File: src/sv/lbpc_pkg.sv
// Package for the light barrier passage counter: payload structs, phase enum
// and reset constants. No dependencies.
package lbpc_pkg;

   localparam int TIME_WIDTH          = 32;
   localparam int GAP_WIDTH           = 24;
   localparam int OCC_WIDTH           = 16;
   localparam int COUNT_WIDTH_DEFAULT = 16;

   localparam logic [GAP_WIDTH-1:0] GAP_TIMEOUT_RESET = 24'd500000;

   localparam logic BARRIER_A   = 1'b0;
   localparam logic BARRIER_B   = 1'b1;
   localparam logic LEVEL_BROKEN = 1'b0;
   localparam logic LEVEL_CLEAR  = 1'b1;

   typedef struct packed {
      logic                  barrier;
      logic                  level;
      logic [TIME_WIDTH-1:0] time_us;
   } req_type;

   typedef struct packed {
      logic [OCC_WIDTH-1:0] occupancy;
      logic                 went_up;
   } rsp_type;

   typedef enum logic [1:0] {
      PH_IDLE,
      PH_FWD,
      PH_REV
   } phase_type;

   // Event handed from the input register to the passage logic.
   typedef struct packed {
      logic    valid;
      req_type item;
   } evt_type;

   // Result handed from the passage logic to the output register.
   typedef struct packed {
      logic    valid;
      rsp_type item;
   } res_type;

endpackage

File: src/sv/lbpc_in_stage.sv
// Input register of the passage counter: holds one accepted edge event.
// Depends on lbpc_pkg.
module lbpc_in_stage (
   input  logic             clock,
   input  logic             reset,
   input  logic             req_valid,
   output logic             req_ready,
   input  lbpc_pkg::req_type req_data,
   input  logic             advance,
   output lbpc_pkg::evt_type evt
);
   import lbpc_pkg::*;

   logic    valid_ff, valid_in;
   req_type item_ff, item_in;

   // Free when empty or when the held event moves on this cycle.
   assign req_ready = !valid_ff || advance;

   always_comb begin
      valid_in = valid_ff;
      item_in  = item_ff;
      if (req_ready) begin
         valid_in = req_valid;
         item_in  = req_data;
      end
   end

   always_ff @(posedge clock) begin
      if (reset) begin
         valid_ff <= 1'b0;
      end else begin
         valid_ff <= valid_in;
      end
      item_ff <= item_in;
   end

   assign evt.valid = valid_ff;
   assign evt.item  = item_ff;

endmodule

File: src/sv/lbpc_core.sv
// Passage tracking: phase machine, last recorded event, gap check, count.
// Depends on lbpc_pkg.
module lbpc_core #(
   parameter int COUNT_WIDTH = lbpc_pkg::COUNT_WIDTH_DEFAULT
) (
   input  logic                             clock,
   input  logic                             reset,
   input  logic                             csr_write,
   input  logic [lbpc_pkg::GAP_WIDTH-1:0]   csr_data,
   input  logic                             fire,
   input  lbpc_pkg::evt_type                evt,
   output lbpc_pkg::res_type                res
);
   import lbpc_pkg::*;

   localparam logic [COUNT_WIDTH-1:0] COUNT_MAX = {COUNT_WIDTH{1'b1}};

   phase_type             phase_ff, phase_in;
   logic                  have_rec_ff, have_rec_in;
   logic [TIME_WIDTH-1:0] rec_time_ff, rec_time_in;
   logic                  rec_barrier_ff, rec_barrier_in;
   logic                  rec_level_ff, rec_level_in;
   logic [COUNT_WIDTH-1:0] count_ff, count_in;
   logic [GAP_WIDTH-1:0]  gap_ff, gap_in;

   logic [TIME_WIDTH-1:0] elapsed;
   logic                  expired;
   logic                  count_up;
   logic                  count_down;
   phase_type             open_phase;

   assign elapsed = evt.item.time_us - rec_time_ff;
   assign expired = have_rec_ff &&
                    (elapsed > {{(TIME_WIDTH-GAP_WIDTH){1'b0}}, gap_ff});
   assign count_up   = (phase_ff == PH_FWD) && (rec_barrier_ff == BARRIER_B) &&
                       (rec_level_ff == LEVEL_CLEAR);
   assign count_down = (phase_ff == PH_REV) && (rec_barrier_ff == BARRIER_A) &&
                       (rec_level_ff == LEVEL_CLEAR);

   // Phase a new passage starts in; a non-falling edge leaves it idle.
   always_comb begin
      open_phase = PH_IDLE;
      if (evt.item.level == LEVEL_BROKEN) begin
         open_phase = (evt.item.barrier == BARRIER_A) ? PH_FWD : PH_REV;
      end
   end

   // Next phase
   always_comb begin
      phase_in = phase_ff;
      if (fire) begin
         case (phase_ff)
            PH_IDLE: phase_in = open_phase;
            PH_FWD,
            PH_REV:  phase_in = expired ? open_phase : phase_ff;
            default: phase_in = PH_IDLE;
         endcase
      end
   end

   // Recorded event, count and result
   always_comb begin
      have_rec_in    = have_rec_ff;
      rec_time_in    = rec_time_ff;
      rec_barrier_in = rec_barrier_ff;
      rec_level_in   = rec_level_ff;
      count_in       = count_ff;
      res.valid      = 1'b0;
      res.item.went_up = count_up;
      if (fire) begin
         case (phase_ff)
            PH_IDLE: begin
               have_rec_in = 1'b0;
            end
            PH_FWD,
            PH_REV: begin
               if (expired) begin
                  have_rec_in = 1'b0;
                  if (count_up) begin
                     res.valid = 1'b1;
                     if (count_ff != COUNT_MAX) count_in = count_ff + 1'b1;
                  end else if (count_down) begin
                     res.valid = 1'b1;
                     if (count_ff != '0) count_in = count_ff - 1'b1;
                  end
               end else begin
                  have_rec_in    = 1'b1;
                  rec_time_in    = evt.item.time_us;
                  rec_barrier_in = evt.item.barrier;
                  rec_level_in   = evt.item.level;
               end
            end
            default: begin
               have_rec_in = 1'b0;
            end
         endcase
      end
      // occupancy reports the low bits of the updated count
      res.item.occupancy = OCC_WIDTH'(count_in);
   end

   assign gap_in = csr_write ? csr_data : gap_ff;

   always_ff @(posedge clock) begin
      if (reset) begin
         phase_ff       <= PH_IDLE;
         have_rec_ff    <= 1'b0;
         rec_time_ff    <= '0;
         rec_barrier_ff <= 1'b0;
         rec_level_ff   <= 1'b0;
         count_ff       <= '0;
         gap_ff         <= GAP_TIMEOUT_RESET;
      end else begin
         phase_ff       <= phase_in;
         have_rec_ff    <= have_rec_in;
         rec_time_ff    <= rec_time_in;
         rec_barrier_ff <= rec_barrier_in;
         rec_level_ff   <= rec_level_in;
         count_ff       <= count_in;
         gap_ff         <= gap_in;
      end
   end

endmodule

File: src/sv/lbpc_out_stage.sv
// Output register of the passage counter: holds one result until taken.
// Depends on lbpc_pkg.
module lbpc_out_stage (
   input  logic             clock,
   input  logic             reset,
   input  logic             fire,
   input  lbpc_pkg::res_type res,
   output logic             free,
   output logic             rsp_valid,
   input  logic             rsp_ready,
   output lbpc_pkg::rsp_type rsp_data
);
   import lbpc_pkg::*;

   logic    valid_ff, valid_in;
   rsp_type item_ff, item_in;
   logic    load;

   assign free = !valid_ff || rsp_ready;
   assign load = fire && res.valid;

   always_comb begin
      valid_in = valid_ff && !rsp_ready;
      item_in  = item_ff;
      if (load) begin
         valid_in = 1'b1;
         item_in  = res.item;
      end
   end

   always_ff @(posedge clock) begin
      if (reset) begin
         valid_ff <= 1'b0;
      end else begin
         valid_ff <= valid_in;
      end
      item_ff <= item_in;
   end

   assign rsp_valid = valid_ff;
   assign rsp_data  = item_ff;

endmodule

File: src/sv/light_barrier_passage_counter.sv
// An accepted event is held in the input register; its result is then
// registered in the output register. One event per cycle unless the output
// register stalls; the passage update is combinational logic between them.
// Reset (synchronous, active high): idle phase, nothing recorded, count 0,
// gap timeout 500000 us, both registers empty.
// Depends on lbpc_pkg, lbpc_in_stage, lbpc_core, lbpc_out_stage.
module light_barrier_passage_counter #(
   parameter int COUNT_WIDTH = lbpc_pkg::COUNT_WIDTH_DEFAULT
) (
   input  logic                           clock,
   input  logic                           reset,
   // edge events
   input  logic                           req_valid,
   output logic                           req_ready,
   input  lbpc_pkg::req_type              req_data,
   // counted passages
   output logic                           rsp_valid,
   input  logic                           rsp_ready,
   output lbpc_pkg::rsp_type              rsp_data,
   // gap timeout register
   input  logic                           csr_valid,
   output logic                           csr_ready,
   input  logic [lbpc_pkg::GAP_WIDTH-1:0] csr_data
);
   import lbpc_pkg::*;

   evt_type evt;
   res_type res;
   logic    out_free;
   logic    fire;

   // The held event is processed once the output register can take a
   // result; events that produce no result still wait for that slot,
   // which keeps the result order trivially intact.
   assign fire = evt.valid && out_free;

   // The timeout register always takes a transfer.
   assign csr_ready = 1'b1;

   lbpc_in_stage u_in (
      .clock     (clock),
      .reset     (reset),
      .req_valid (req_valid),
      .req_ready (req_ready),
      .req_data  (req_data),
      .advance   (fire),
      .evt       (evt)
   );

   lbpc_core #(
      .COUNT_WIDTH (COUNT_WIDTH)
   ) u_core (
      .clock     (clock),
      .reset     (reset),
      .csr_write (csr_valid && csr_ready),
      .csr_data  (csr_data),
      .fire      (fire),
      .evt       (evt),
      .res       (res)
   );

   lbpc_out_stage u_out (
      .clock     (clock),
      .reset     (reset),
      .fire      (fire),
      .res       (res),
      .free      (out_free),
      .rsp_valid (rsp_valid),
      .rsp_ready (rsp_ready),
      .rsp_data  (rsp_data)
   );

endmodule

File: config.mk
export PLATFORM = sky130hd
export DESIGN_NAME = light_barrier_passage_counter
export DESIGN_NICKNAME = d
export VERILOG_FILES = /design/src/sv/lbpc_pkg.sv /design/src/sv/lbpc_in_stage.sv /design/src/sv/lbpc_core.sv /design/src/sv/lbpc_out_stage.sv /design/src/sv/light_barrier_passage_counter.sv
export SDC_FILE = /design/constraint.sdc
export NUM_CORES = 1
export LEC_CHECK = 0
export BUFFER_PORTS_ARGS = -buffer_cell sky130_fd_sc_hd__buf_2
export CAP_MARGIN = 30
export CORE_ASPECT_RATIO = 1.25
export CORE_UTILIZATION = 55
export CTS_CLUSTER_SIZE = 8
export DETAILED_ROUTE_END_ITERATION = 12
export GPL_TIMING_DRIVEN = 1
export PLACE_DENSITY_LB_ADDON = 0.08
export SYNTH_ARGS = -nofsm -noshare
export SYNTH_HDL_FRONTEND = slang
export SYNTH_SLANG_ARGS = --single-unit
File: constraint.sdc
create_clock -name clock -period 7.2 [get_ports clock]
set_input_delay 1.44 -clock clock [delete_from_list [all_inputs] [get_ports clock]]
set_output_delay 1.44 -clock clock [all_outputs]
set_load 0.02 [all_outputs]
==> out/qor.yml <==
synth_top_area_share_pct: 20.4
fmax_mhz: 163
hold_class: "reg -> reg"
rr_startpoint: "u_in.evt[4]$_DFFE_PP_"
fin_worst_skew_ns: 0.00877
tritoncts: "built"
avgSynthCellArea_um2: 8.91
dp_hpwl_um: 14200
synthesis.area_um2: 7750
worstPathRequired_ns: 7.51
fp-row-count: 48
min_from: "u_core.rec_time_ff[17]$_SDFFE_PP0P_"
grt_max_degree: 77
initial_core_util_pct: 56.3
coreArea_um2: 13800
netlist_top_cells_count: "a21oi_1, dfxtp_1, inv_1"
htree_levels: 4
diodes: 0
synth.area.top_cells: "dfxtp_1, edfxtp_1, ha_1, a21oi_1, o21ai_0"
vias: 6699
drc: 0
cp-end-kind: "register"
wl_um: 19600
clock_sinks: 130
max_slew_margin_pct: 34.6
ant_nets: 0
register_area_um2: 3110
p_leak_nw: 3.50
min_period_over_period_pct: 85.3
fillers: 1163
fin_nets: 1055
synth.distinct_cells: 69
worst-path-max-fanout: 14
die_x_um: 108
ys_seq_elements: 130
status: "finished, final reports clean"
rsz0062_at_grt: "false"
die_h_um: 135
io_buffers: 81
syn_to_final_growth_pct: 13.6
setup_tns_ns: 0
tightest_slew_ns: 0.977
via_per_inst: 5.99
synth_edf_count: 51
ios: 83
numCtsBuffers: 17
grt_pass1_wl_um: 31500
dr.pass1.iters: 7
grt_pass1_vias: 6485
ctsHoldBuffers: 0
clockBufferDepth: 2
powerDensity_nw_per_um2: 212
dieArea_um2: 14600
vdd_ir_drop_max_mv: 0.161
setup_viol: 0
ys_async_sr_fraction_pct: 0
worstSetupStartpointType: "register"
crit_arrival_ns: 6.45
fin_util_pct: 64.0
yosysSeqAreaShare_pct: 40.2
yosysTopAreaCell: "dfxtp_1"
post-synth-top-count-cell: "a21oi_1"
clk_latency_ns: 0.42
wl_per_cell_um: 17.5
postCtsSetupBuffers: 0
syn_inst: 869
synth.net_count: 994
path_class: "reg -> reg"
critPathLaunch: "u_in.evt[4]$_DFFE_PP_"
grt.total_usage_pct: 28.2
hold_viol: 0
fin_crit_ns: 6.14
gp_congestion: 0.906
synthFlopType: "dfxtp_1"
postCtsResizedCells: 0
antenna_found_initial: 0
overflow: 0
multi_input_area_um2: 4170
path_clk_slew_ns: 0.06
max-cap-violations: 0
drv_slew: 0
drt-initial-drc-count: 372
clock-root-buffer: "clkbuf_16"
drive_gt1_share_pct: 14.5
ys.warnings.count: 0
[cell type report]
type	instances	share of cell area [%]
clock buffer	25	5.87
clock inverter	7	0.526
inverter	71	3.03
multi-input combinational	622	47.4
sequential	130	35.4
tap	175	2.49
timing repair buffer	88	5.34
[where the power goes]
group          switching, W  total [W]  internal [W]  leakage [nW]
Clock              0.000313   0.000810      0.000497         0.279
Combinational      0.000155   0.000259      0.000104          2.03
Sequential        0.0000126   0.000798      0.000785          1.19
[logic make-up (layout without fill, tap and decap cells)]
logic type | count (synthesis) | count (layout) | synth area share (%)
buf+inv | 117 | 191 | 6.07
compound gates | 260 | 260 | 21.4
simple gates | 248 | 248 | 16.0
flops | 130 | 130 | 40.2
other cells | 1 | 1 | 0.0484
fa+ha+maj | 62 | 62 | 10.1
xor+xnor | 28 | 28 | 3.17
mux | 23 | 23 | 3.04
[path summary, 6_finish.rpt]
check,cells past startpoint,end,slack (ns)
setup / recovery,20,u_core.count_ff[3]$_SDFF_PP0_,1.06
hold / removal,2,u_core.rec_time_ff[17]$_SDFFE_PP0P_,0.47
setup reg to reg,20,u_core.count_ff[3]$_SDFF_PP0_,1.06
hold reg to reg,2,u_core.rec_time_ff[17]$_SDFFE_PP0P_,0.47
[layer usage]
metal  GRT usage [%]  part of all wire, %  vias to the layer above
li1                -                    -                     3295
met1            32.1                   41                     3165
met2            50.8                   52                      204
met3            5.55                  4.7                       35
met4            11.3                  2.6                        0
met5               0                    0                        -
[layout by cell type, fill, tap and decap left out, drive strengths merged, types with 16 or more instances in the layout]
cell type / n
xnor2: 16
buf: 88
clkbuf: 25
ha: 61
mux2i: 19
nor2: 49
nand3: 48
a21oi: 93
dfxtp: 79
nor3: 16
nand2: 59
inv: 71
edfxtp: 51
o21ai: 65
[worst max-delay path, stage by stage, from the launching register on]
cell and delay, ns:
edfxtp_1 0.39, ha_1 0.37, a21o_1 0.19, a31o_2 0.24
o211a_1 0.28, o21a_1 0.24, a21o_1 0.19, a31oi_1 0.23
o21ai_0 0.14, xor2_1 0.17, ha_1 0.29, a211oi_1 0.23
nor2_1 0.06, or3_1 0.36, nor4b_1 0.36, o221ai_1 0.17
or4_4 0.58, o31ai_4 0.70, buf_4 0.31, a211o_1 0.15
mux2_2 0.33
[through the flow]
| step | instances | power, W | hold slack [ns] | cell area (um^2) | setup slack [ns] |
|---|---|---|---|---|---|
| CTS | 1118 | 0.00188 | 0.476 | 8800 | 1.02 |
| global route | 1118 | 0.00194 | 0.495 | 8800 | 0.721 |
| global placement | 1086 | 0.00106 | 0.461 | 8240 | 1.17 |
| floorplan | 869 | 0.000995 | 0.454 | 7750 | 1.84 |
| detailed placement | 1086 | 0.00107 | 0.468 | 8240 | 1.02 |
| finish | 1118 | 0.00187 | 0.474 | 8800 | 1.06 |
[sequential cells by signal, summed over array words and instances, names as in the netlist]
name,flops
u_out.rsp_data,17
u_in.evt,34
u_in.valid_ff,1
u_core.rec_time_ff,32
u_core.rec_level_ff,1
u_core.count_ff,16
u_core.rec_barrier_ff,1
u_core.gap_ff,24
u_core.phase_ff,2
u_out.rsp_valid,1
u_core.have_rec_ff,1
(Power assumes the default switching activity.)
